**config.mk**
```make
export PLATFORM = sky130hd
export DESIGN_NAME = sorted_unique_set_engine
export DESIGN_NICKNAME = d
export VERILOG_FILES = /design/src/sv/sus_pkg.sv /design/src/sv/sus_cell.sv /design/src/sv/sorted_unique_set_engine.sv
export SDC_FILE = /design/constraint.sdc
export NUM_CORES = 2
export LEC_CHECK = 0
export BUFFER_PORTS_ARGS = -buffer_cell sky130_fd_sc_hd__buf_4
export CAP_MARGIN = 10
export CORE_MARGIN = 4
export CORE_UTILIZATION = 40
export DETAILED_ROUTE_END_ITERATION = 10
export MAX_ROUTING_LAYER = met4
export PLACE_DENSITY = 0.51
export SETUP_SLACK_MARGIN = 0.3
export SYNTH_ARGS = -nofsm -noshare
export SYNTH_HDL_FRONTEND = slang
export SYNTH_SLANG_ARGS = --single-unit
export TNS_END_PERCENT = 5
```
**constraint.sdc**
```tcl
create_clock -name clk -period 8.01 [get_ports clk]
set_input_delay 0 -clock clk [delete_from_list [all_inputs] [get_ports clk]]
set_output_delay 0 -clock clk [all_outputs]
set_load 0.005 [all_outputs]
```
**src/sv/sus_pkg.sv**
```systemverilog
// ----------------------------------------------------------------------------
// Sorted unique set engine package
// Shared constants, command and status codes, cell control types.
// ----------------------------------------------------------------------------
package sus_pkg;

  localparam int DEF_CAPACITY    = 16;
  localparam int DEF_VALUE_WIDTH = 32;

  localparam int CMD_W   = 2;
  localparam int IN_VAL_W = 32;
  localparam int STAT_W  = 3;
  localparam int POS_W   = 5;
  localparam int OCC_W   = 5;

  typedef enum logic [CMD_W-1:0] {
    CMD_INSERT = 2'd0,
    CMD_SEARCH = 2'd1,
    CMD_DELETE = 2'd2,
    CMD_CLEAR  = 2'd3
  } sus_cmd_t;

  typedef enum logic [STAT_W-1:0] {
    ST_INSERTED  = 3'd0,
    ST_DUPLICATE = 3'd1,
    ST_FULL      = 3'd2,
    ST_FOUND     = 3'd3,
    ST_ABSENT    = 3'd4,
    ST_DELETED   = 3'd5,
    ST_CLEARED   = 3'd6
  } sus_status_t;

  typedef enum logic {
    FSM_IDLE = 1'b0,
    FSM_UPD  = 1'b1
  } sus_state_t;

  typedef enum logic [1:0] {
    OP_HOLD   = 2'd0,
    OP_INSERT = 2'd1,
    OP_DELETE = 2'd2
  } sus_op_t;

  typedef struct packed {
    logic    cmp_en;
    sus_op_t op;
  } sus_ctl_t;

endpackage

```
**src/sv/sus_cell.sv**
```systemverilog
// ----------------------------------------------------------------------------
// Sorted unique set cell
// Holds one entry, compares it with the incoming key and shifts with its
// neighbours on insert and delete.
// ----------------------------------------------------------------------------
module sus_cell #(
  parameter int VALUE_WIDTH = sus_pkg::DEF_VALUE_WIDTH,
  parameter int CAPACITY    = sus_pkg::DEF_CAPACITY,
  parameter int CELL_IDX    = 0
) (
  input  logic                               clk,
  input  logic                               rst_n,
  input  sus_pkg::sus_ctl_t                  ctl,
  input  logic [$clog2(CAPACITY+1)-1:0]      count,
  input  logic [VALUE_WIDTH-1:0]             key_cmp,
  input  logic [VALUE_WIDTH-1:0]             key_wr,
  input  logic                               lt_left,
  input  logic [VALUE_WIDTH-1:0]             key_left,
  input  logic [VALUE_WIDTH-1:0]             key_right,
  output logic                               lt_r,
  output logic                               eq_r,
  output logic [VALUE_WIDTH-1:0]             key_r
);
  import sus_pkg::*;

  localparam int CW = $clog2(CAPACITY+1);

  logic                   valid;
  logic                   lt_nxt;
  logic                   eq_nxt;
  logic [VALUE_WIDTH-1:0] key_nxt;

  assign valid  = (count > CW'(CELL_IDX));
  assign lt_nxt = ctl.cmp_en ? (valid && (key_r < key_cmp)) : lt_r;
  assign eq_nxt = ctl.cmp_en ? (valid && (key_r == key_cmp)) : eq_r;

  // Cells below the slot hold; on delete the rest take the right neighbour's
  // entry, on insert the first takes the new key and the rest the left one's.
  always_comb begin
    key_nxt = key_r;
    case (ctl.op)
      OP_INSERT: begin
        if (!lt_r) begin
          key_nxt = lt_left ? key_wr : key_left;
        end
      end
      OP_DELETE: begin
        if (!lt_r) begin
          key_nxt = key_right;
        end
      end
      default: key_nxt = key_r;
    endcase
  end

  always_ff @(posedge clk) begin
    if (!rst_n) begin
      lt_r <= 1'b0;
      eq_r <= 1'b0;
    end else begin
      lt_r <= lt_nxt;
      eq_r <= eq_nxt;
    end
  end

  always_ff @(posedge clk) begin
    key_r <= key_nxt;
  end

endmodule

```
**src/sv/sorted_unique_set_engine.sv**
```systemverilog
// A request is taken only while idle; the cells register the compare flags,
// then the result is registered and the row of cells shifts once the output
// is free, so no new request is taken before the last result is registered.
// Reset: synchronous, active low; the set is empty and no result is pending.
// Entries carry no reset; of the set's contents only the occupancy count is cleared.
// ----------------------------------------------------------------------------
// Sorted unique set engine
// Keeps an ascending set of unique signed values in a row of cells and
// serves insert, search, delete and clear requests.
// ----------------------------------------------------------------------------
module sorted_unique_set_engine #(
  parameter int CAPACITY    = sus_pkg::DEF_CAPACITY,
  parameter int VALUE_WIDTH = sus_pkg::DEF_VALUE_WIDTH
) (
  input  logic        clk,
  input  logic        rst_n,
  input  logic        in_tvalid,
  output logic        in_tready,
  input  logic [31:0] in_tdata,   // [31:0] value
  input  logic [1:0]  in_tuser,   // [1:0] command
  output logic        out_tvalid,
  input  logic        out_tready,
  output logic [15:0] out_tdata,  // [4:0] position, [9:5] occupancy, [15:10] zero
  output logic [2:0]  out_tuser   // [2:0] status
);
  import sus_pkg::*;

  localparam int CW = $clog2(CAPACITY+1);

  sus_state_t             state_r, state_nxt;
  sus_cmd_t               cmd_r;
  logic [VALUE_WIDTH-1:0] key_r;
  logic [CW-1:0]          count_r, count_nxt;
  logic                   out_tvalid_r;
  logic [STAT_W-1:0]      status_r, status_nxt;
  logic [POS_W-1:0]       pos_r, pos_nxt;

  logic                   in_acc;
  logic                   out_free;
  logic                   upd_go;
  sus_ctl_t               ctl;
  logic signed [VALUE_WIDTH-1:0] val_ext;
  logic [VALUE_WIDTH-1:0] key_in;
  logic                   hit;
  logic [CW-1:0]          slot;
  logic [CW+POS_W-1:0]    slot_ext;
  logic [CW+OCC_W-1:0]    occ_ext;

  logic                   lt_w    [CAPACITY];
  logic                   eq_w    [CAPACITY];
  logic [VALUE_WIDTH-1:0] ckey_w  [CAPACITY];

  assign in_tready = (state_r == FSM_IDLE);
  assign in_acc    = in_tvalid && in_tready;
  assign out_free  = !out_tvalid_r || out_tready;
  assign upd_go    = (state_r == FSM_UPD) && out_free;

  // Offset binary: flipping the sign bit makes unsigned order match signed.
  assign val_ext = VALUE_WIDTH'(signed'(in_tdata));
  assign key_in  = {~val_ext[VALUE_WIDTH-1], val_ext[VALUE_WIDTH-2:0]};

  genvar gi;
  generate
    for (gi = 0; gi < CAPACITY; gi++) begin : g_cell
      logic                   lt_left;
      logic [VALUE_WIDTH-1:0] key_left;
      logic [VALUE_WIDTH-1:0] key_right;
      if (gi == 0) begin : g_first
        assign lt_left  = 1'b1;
        assign key_left = '0;
      end else begin : g_mid
        assign lt_left  = lt_w[gi-1];
        assign key_left = ckey_w[gi-1];
      end
      if (gi == CAPACITY-1) begin : g_last
        assign key_right = ckey_w[gi];
      end else begin : g_inner
        assign key_right = ckey_w[gi+1];
      end
      sus_cell #(
        .VALUE_WIDTH(VALUE_WIDTH),
        .CAPACITY   (CAPACITY),
        .CELL_IDX   (gi)
      ) u_cell (
        .clk      (clk),
        .rst_n    (rst_n),
        .ctl      (ctl),
        .count    (count_r),
        .key_cmp  (key_in),
        .key_wr   (key_r),
        .lt_left  (lt_left),
        .key_left (key_left),
        .key_right(key_right),
        .lt_r     (lt_w[gi]),
        .eq_r     (eq_w[gi]),
        .key_r    (ckey_w[gi])
      );
    end
  endgenerate

  // The less-than flags form a thermometer, so the slot is the one cell
  // where the run of set flags ends, or CAPACITY when every flag is set.
  always_comb begin
    hit  = 1'b0;
    slot = lt_w[CAPACITY-1] ? CW'(CAPACITY) : '0;
    for (int i = 0; i < CAPACITY; i++) begin
      hit = hit | eq_w[i];
      if (!lt_w[i] && ((i == 0) || lt_w[(i == 0) ? 0 : i-1])) begin
        slot = slot | CW'(i);
      end
    end
  end

  assign slot_ext = {{POS_W{1'b0}}, slot};

  // Next state.
  always_comb begin
    state_nxt = state_r;
    case (state_r)
      FSM_IDLE: if (in_acc) state_nxt = FSM_UPD;
      FSM_UPD:  if (out_free) state_nxt = FSM_IDLE;
      default:  state_nxt = FSM_IDLE;
    endcase
  end

  // Outputs of the sequencer: cell control, count and result.
  always_comb begin
    ctl.cmp_en = in_acc;
    ctl.op     = OP_HOLD;
    count_nxt  = count_r;
    status_nxt = status_r;
    pos_nxt    = pos_r;
    if (upd_go) begin
      pos_nxt = '0;
      case (cmd_r)
        CMD_INSERT: begin
          pos_nxt = slot_ext[POS_W-1:0];
          if (hit) begin
            status_nxt = ST_DUPLICATE;
          end else if (count_r == CW'(CAPACITY)) begin
            status_nxt = ST_FULL;
          end else begin
            status_nxt = ST_INSERTED;
            ctl.op     = OP_INSERT;
            count_nxt  = count_r + 1'b1;
          end
        end
        CMD_SEARCH: begin
          if (hit) begin
            status_nxt = ST_FOUND;
            pos_nxt    = slot_ext[POS_W-1:0];
          end else begin
            status_nxt = ST_ABSENT;
          end
        end
        CMD_DELETE: begin
          if (hit) begin
            status_nxt = ST_DELETED;
            pos_nxt    = slot_ext[POS_W-1:0];
            ctl.op     = OP_DELETE;
            count_nxt  = count_r - 1'b1;
          end else begin
            status_nxt = ST_ABSENT;
          end
        end
        default: begin
          status_nxt = ST_CLEARED;
          count_nxt  = '0;
        end
      endcase
    end
  end

  always_ff @(posedge clk) begin
    if (!rst_n) begin
      state_r      <= FSM_IDLE;
      count_r      <= '0;
      out_tvalid_r <= 1'b0;
    end else begin
      state_r <= state_nxt;
      count_r <= count_nxt;
      if (upd_go) begin
        out_tvalid_r <= 1'b1;
      end else if (out_tready) begin
        out_tvalid_r <= 1'b0;
      end
    end
  end

  always_ff @(posedge clk) begin
    if (in_acc) begin
      cmd_r <= sus_cmd_t'(in_tuser);
      key_r <= key_in;
    end
    status_r <= status_nxt;
    pos_r    <= pos_nxt;
  end

  assign occ_ext    = {{OCC_W{1'b0}}, count_r};
  assign out_tvalid = out_tvalid_r;
  assign out_tuser  = status_r;
  assign out_tdata  = {6'b0, occ_ext[OCC_W-1:0], pos_r};

endmodule

```
-- Word level (Yosys, flattened, before mapping)
Index checks and enable logic that the tools add are counted.
Widths: inputs -> output; s select.
- bits in registers: 593
- output and inout port bits: 21
- reductions and logical operators: 87
- equal/unequal tests: 54
- add/subtract/negate cells: 2
- $lt $le $gt $ge: 32
- bitwise operators: 19
- mux-type cells: 97
- operator list (operator ; number):
    $mux 32 ; 45
    $pmux 32 s2 ; 15
    $eq 32x32->1 ; 16
    $lt 32x32->1 ; 16
    $ne 2x2->1 const B ; 33
    $logic_and 1x1->1 ; 49
    $reduce_and 3->1 ; 15
    $gt 5x4->1 const B ; 8
    $mux 4 ; 8
    $mux 5 ; 5
    $gt 5x3->1 const B ; 4
    $logic_not 1->1 ; 16
    $mux 3 ; 5
    $or 1x1->1 ; 15
    $pmux 5 s3 ; 1
    $mux 2 ; 6
    $gt 5x1->1 const B ; 2
    $gt 5x2->1 const B ; 2
    $pmux 5 s2 ; 1
    $pmux 3 s3 ; 1
    $mux 1 ; 8
    $add 5x1->5 const B ; 1
    $eq 5x5->1 const B ; 1
    $reduce_and 5->1 ; 1
    other kinds (11) ; 17

-- Longest topological paths before layout
- depth after elaboration: 21
- gate-level depth with buffers: 13
- mapped depth without buffers: 8

-- Modules after synthesis
Synthesis repeated with hierarchy kept, for this count alone.
- cell total of the unflattened synthesis: 4387
- area, all modules: 42459.5 um^2
- modules (own cells, without submodules) (module ; cells each ; area each (um^2) ; sequential area each (um^2) ; times used):
    sus_cell at g_cell[10].u_cell ... ; 265 ; 2518.7 ; 1001.0 ; 2
    sus_cell at g_cell[0].u_cell ... ; 265 ; 2513.7 ; 1001.0 ; 2
    sus_cell at g_cell[5].u_cell ; 268 ; 2546.2 ; 1001.0 ; 1
    sus_cell at g_cell[14].u_cell ; 262 ; 2533.7 ; 1001.0 ; 1
    sus_cell at g_cell[1].u_cell ; 267 ; 2528.7 ; 1001.0 ; 1
    sus_cell at g_cell[4].u_cell ; 267 ; 2527.4 ; 1001.0 ; 1
    sus_cell at g_cell[3].u_cell ; 260 ; 2519.9 ; 1001.0 ; 1
    sus_cell at g_cell[11].u_cell ; 261 ; 2518.7 ; 1001.0 ; 1
    sus_cell at g_cell[8].u_cell ; 263 ; 2516.2 ; 1001.0 ; 1
    sus_cell at g_cell[6].u_cell ; 265 ; 2514.9 ; 1001.0 ; 1
    sus_cell at g_cell[7].u_cell ; 264 ; 2513.7 ; 1001.0 ; 1
    sus_cell at g_cell[13].u_cell ; 265 ; 2512.4 ; 1001.0 ; 1
    sus_cell at g_cell[2].u_cell ; 265 ; 2508.7 ; 1001.0 ; 1
    sus_cell at g_cell[15].u_cell ; 264 ; 2504.9 ; 1001.0 ; 1
    sorted_unique_set_engine ; 156 ; 2149.6 ; 1401.3 ; 1

-- Worst setup path after synthesis
OpenSTA, ideal clock, no wires.
- path kind: register to register
- start point: register count_r[0]
- end point: register g_cell[0].u_cell.key_r[0] (enable)
- path slack: 3.814 ns
- required time: 7.578 ns
- arrival: 3.764 ns
- stages on the path, launching flop included: 11
- path through: dfxtp_1 inv_1 ha_1 a31oi_1 and3_1 inv_1 ha_1 or2_2 clkbuf_1 clkbuf_1 a21oi_1
- cells in the longest elaborated chain, start to end: 8
- ends and longest elaborated chain (what ; RTL line ; text):
    start, declared ; sorted_unique_set_engine.sv:33 ; logic [CW-1:0] count_r, count_nxt;
    start signal, assigned ; sorted_unique_set_engine.sv:181 ; count_r <= count_nxt;
    $eq 5x5->1 * ; sorted_unique_set_engine.sv:140 ; end else if (count_r == CW'(CAPACITY)) begin
    $mux 1 * ; sorted_unique_set_engine.sv:140 ;
    $mux 1 * ; sorted_unique_set_engine.sv:138 ; if (hit) begin
    $pmux 2 s2 * ; sorted_unique_set_engine.sv:135 ; case (cmd_r)
    $mux 2 * ; sorted_unique_set_engine.sv:133 ; if (upd_go) begin
    $eq 2x2->1 / $eq 2x1->1 (equally long branches) ; sus_cell.sv:41 ; case (ctl.op)
    $ne 2x2->1 (no source line) / $reduce_bool 2->1 (equally long branches) ; n/a ;
    $reduce_and 3->1 (no source line) * ; n/a ;
    end signal, assigned ; sus_cell.sv:67 ; key_r <= key_nxt;
    end, declared ; sus_cell.sv:22 ; output logic [VALUE_WIDTH-1:0] key_r
Mark *: on every way between the ends. The rest lies on a longest branch, timed or not.
A chain may end at the register's enable or synchronous reset.

-- Worst setup path in the final report
- start point: register g_cell[2].u_cell.eq_r
- end point: register g_cell[9].u_cell.key_r[26] (enable)
- cells in the longest elaborated chain, start to end: 20
- ends and longest elaborated chain (what ; RTL line ; text):
    start, declared ; sus_cell.sv:21 ; output logic eq_r,
    start signal, assigned ; sus_cell.sv:62 ; eq_r <= eq_nxt;
    $or 1x1->1 * (14 in a row) ; sorted_unique_set_engine.sv:107 ; hit = hit | eq_w[i];
    $mux 1 / $mux 2 (equally long branches) ; sorted_unique_set_engine.sv:138, sorted_unique_set_engine.sv:157 ;
    $pmux 2 s2 * ; sorted_unique_set_engine.sv:135 ;
    $mux 2 * ; sorted_unique_set_engine.sv:133 ;
    $eq 2x2->1 / $eq 2x1->1 (equally long branches) ; sus_cell.sv:41 ;
    $ne 2x2->1 (no source line) / $reduce_bool 2->1 (equally long branches) ; n/a ;
    $reduce_and 3->1 (no source line) * ; n/a ;
    end signal, assigned ; sus_cell.sv:67 ;
    end, declared ; sus_cell.sv:22 ;
Marked as above.

==> results.json <==
{
  "min_path_type": "primary input to flop",
  "min_path_cells": 2,
  "clockBufferDepth": 3,
  "clk_latency_ns": 0.63,
  "synth.area.top_cells": "edfxtp_1 (42%), ha_1 (16%), mux2i_1 (11%), o21ai_0 (6.5%), nand2_1 (5.5%)",
  "place_area_um2": 41570,
  "setup_viol": 0,
  "cpMaxStageDelayCell": "a21oi_4",
  "grt_pass1_vias": 29256,
  "grt_pass1_wl_um": 186200,
  "cts_tree": "done",
  "p_comb_frac": 0.093,
  "firstDrtPassIters": 5,
  "path_cells": "nor4_2, nand4_2, a31oi_1, and3_1, inv_1, ha_1, or2_2, a21oi_4",
  "clock_power_share": 0.435,
  "cts_setup_buffers": 0,
  "placedCellCount": 4963,
  "drive_gt1_frac": 0.08491,
  "whs_ns": 0.09238,
  "synth_edf_count": 554,
  "worst_pin_slew_ns": 1.414,
  "wl_met3_um": 6202,
  "intPower_mw": 5.675,
  "synthCells": 3778,
  "stdcell_count": 5139,
  "startpoint_type": "flop",
  "wl_per_cell_um": 24.25,
  "gr-total-overflow": 0,
  "vias_per_cell": 5.833,
  "p_sw_mw": 1.953,
  "path_depth": 8,
  "layout-area-overhead-vs-synth_pct": 11.59,
  "die_area_um2": 104500,
  "ys_warn_count": 0,
  "final_area_um2": 44360,
  "powerDensity_nw_per_um2": 171.9,
  "reg2reg_depth": 8,
  "pwr-share-seq": 0.472,
  "dp_slack_ns": 4.075,
  "antenna_found_initial": 2,
  "vias": 29976,
  "grt_max_degree": 305,
  "crit_fanout": 32,
  "gp_congestion": 0.8550,
  "critPathTopFamily": "simple AND/OR/NAND/NOR gates",
  "dp_hpwl_um": 91460,
  "fin_setup_tns_ns": 0,
  "portBuffers": 52,
  "period_share": 0.4857,
  "routed.top_layer": "met4",
  "fin_util": 0.4501,
  "syn_area_um2": 39760,
  "synth.most_common_cell": "nand2_1",
  "wl_met2_um": 57540,
  "routed_wl_um": 124600,
  "grtUsageTotal": 0.2407,
  "critPathMaxStageDelay_ns": 1.05,
  "relSlewSlack": 0.05740,
  "final_nets": 4355,
  "yosysTopAreaCell": "edfxtp_1",
  "die_h_um": 323.3,
  "cp-end-kind": "flop",
  "clk_pin_slew_ns": 0.06,
  "clock_skew_ns": 0.03187,
  "die_w_um": 323.3,
  "run_status": "finished, final reports clean",
  "final_max_slew_viol_count": 0,
  "drc": 0,
  "total_leakage_power_nw": 15.09,
  "hold_viol_final": 0,
  "fillers": 9423,
  "synth_cell_type_count": 70,
  "ant_nets": 0,
  "async_flop_share": 0,
  "crit_required_ns": 8.24,
  "core_um2": 98560,
  "synth_top_area_frac": 0.4185,
  "cts.sinks": 593,
  "cts_root_buf": "clkbuf_16",
  "max_cap_viol_count": 0,
  "yosysSeqAreaShare": 0.4381,
  "peakVddDrop_v": 0.0001395,
  "totalPowerFinal_mw": 7.627,
  "path_class": "flop to flop",
  "syn_avg_cell_area_um2": 10.52,
  "clock.fmax_mhz": 257.0,
  "synth_flop_cell": "edfxtp_1",
  "ys_top_cells_by_count": "nand2_1 (578), edfxtp_1 (554), ha_1 (524)",
  "p_sw_frac": 0.2560,
  "rsz0062_at_grt": "no",
  "pin_count": 59,
  "fin_crit_ns": 3.891,
  "drtIter0Drc": 2415,
  "rows": 115,
  "ys_ff_latch": 593,
  "cp.buffers_inverters": 1,
  "arrival_ns": 4.12,
  "cts_buffers": 74,
  "setup_ws_ns": 4.119,
  "met1_length_um": 56980,
  "initial_core_util": 0.4034,
  "htree_levels": 3
}
-- cell families after synthesis --
group | count (synthesis) | share of synthesized area
compound gates | 924 | 0.1314
fa+ha+maj | 524 | 0.1649
buf+inv | 292 | 0.02927
flops | 593 | 0.4381
mux | 513 | 0.1311
other cells | 1 | 0.00009433
simple gates | 931 | 0.1051
-- layout by cell type (no fill, tap or decap), types with 38 or more instances in the layout --
cell type / synthesis / final
nand2_1: 578 / 578
edfxtp_1: 554 / 554
ha_1: 524 / 523
o21ai_0: 513 / 513
mux2i_1: 450 / 450
a21oi_1: 217 / 202
buf_4: 9 / 110
nand4_1: 104 / 104
clkbuf_16: 0 / 79
inv_1: 72 / 72
nor2_1: 72 / 72
mux2_2: 63 / 63
a21o_1: 51 / 51
nand3_1: 50 / 50
dlygate4sd3_1: 0 / 38
-- flip-flops by register name, indices dropped and copies added, names as in the netlist --
name	cells
key_r	32
out_tuser	3
cmd_r	2
g_cell.u_cell.key_r	512
g_cell.u_cell.eq_r	16
pos_r	5
out_tvalid	1
count_r	5
state_r	1
g_cell.u_cell.lt_r	16
-- power groups by stage --
stage | registers (mW) | clock network, mW | logic [mW]
after global placement | 3.67 | 0 | 0.670
after global routing | 3.61 | 3.50 | 0.796
final | 3.60 | 3.32 | 0.708
after detailed placement | 3.67 | 0 | 0.685
after floorplan | 3.57 | 0 | 0.475
after CTS | 3.61 | 3.38 | 0.703
-- routing by layer --
metal / up-vias / GRT usage
li1: 14336 / -
met1: 14768 / 0.3237
met2: 671 / 0.3801
met3: 201 / 0.03185
met4: 0 / 0.07273
met5: - / -
-- cell type report --
cell class	instances	area [µm²]	area share
Antenna cell	1	2.502	0.00005641
Clock buffer	117	2230	0.05026
Clock inverter	17	98.84	0.002228
Inverter	73	274.0	0.006177
Multi-Input combinational cell	2898	21380	0.4820
Sequential cell	593	17440	0.3930
Tap cell	1287	1610	0.03630
Timing Repair Buffer	153	1329	0.02995
-- what timing repair did --
item,CTS,global route
hold buffers,38,0
hold endpoints to repair,40,0
gates resized for setup,0,0
-- final timing paths --
kind | start | end | slack (ns)
min | in_tdata[18] | key_r[18]$_DFFE_PP_ | 0.09
max | g_cell[2].u_cell.eq_r$_SDFFE_PN0P_ | g_cell[9].u_cell.key_r[26]$_DFFE_PP_ | 4.12
max reg2reg | g_cell[2].u_cell.eq_r$_SDFFE_PN0P_ | g_cell[9].u_cell.key_r[26]$_DFFE_PP_ | 4.12
min reg2reg | g_cell[7].u_cell.lt_r$_SDFFE_PN0P_ | g_cell[7].u_cell.lt_r$_SDFFE_PN0P_ | 0.45
-- worst reg2reg max path, stage by stage, from the launching register on --
cell     delay, ns
dfxtp_1       0.32
nor4_2        0.38
nand4_2       0.27
a31oi_1       0.25
and3_1        0.21
inv_1         0.09
ha_1          0.26
or2_2         0.63
a21oi_4       1.06
No activity file was read; power rests on OpenSTA's default activity.
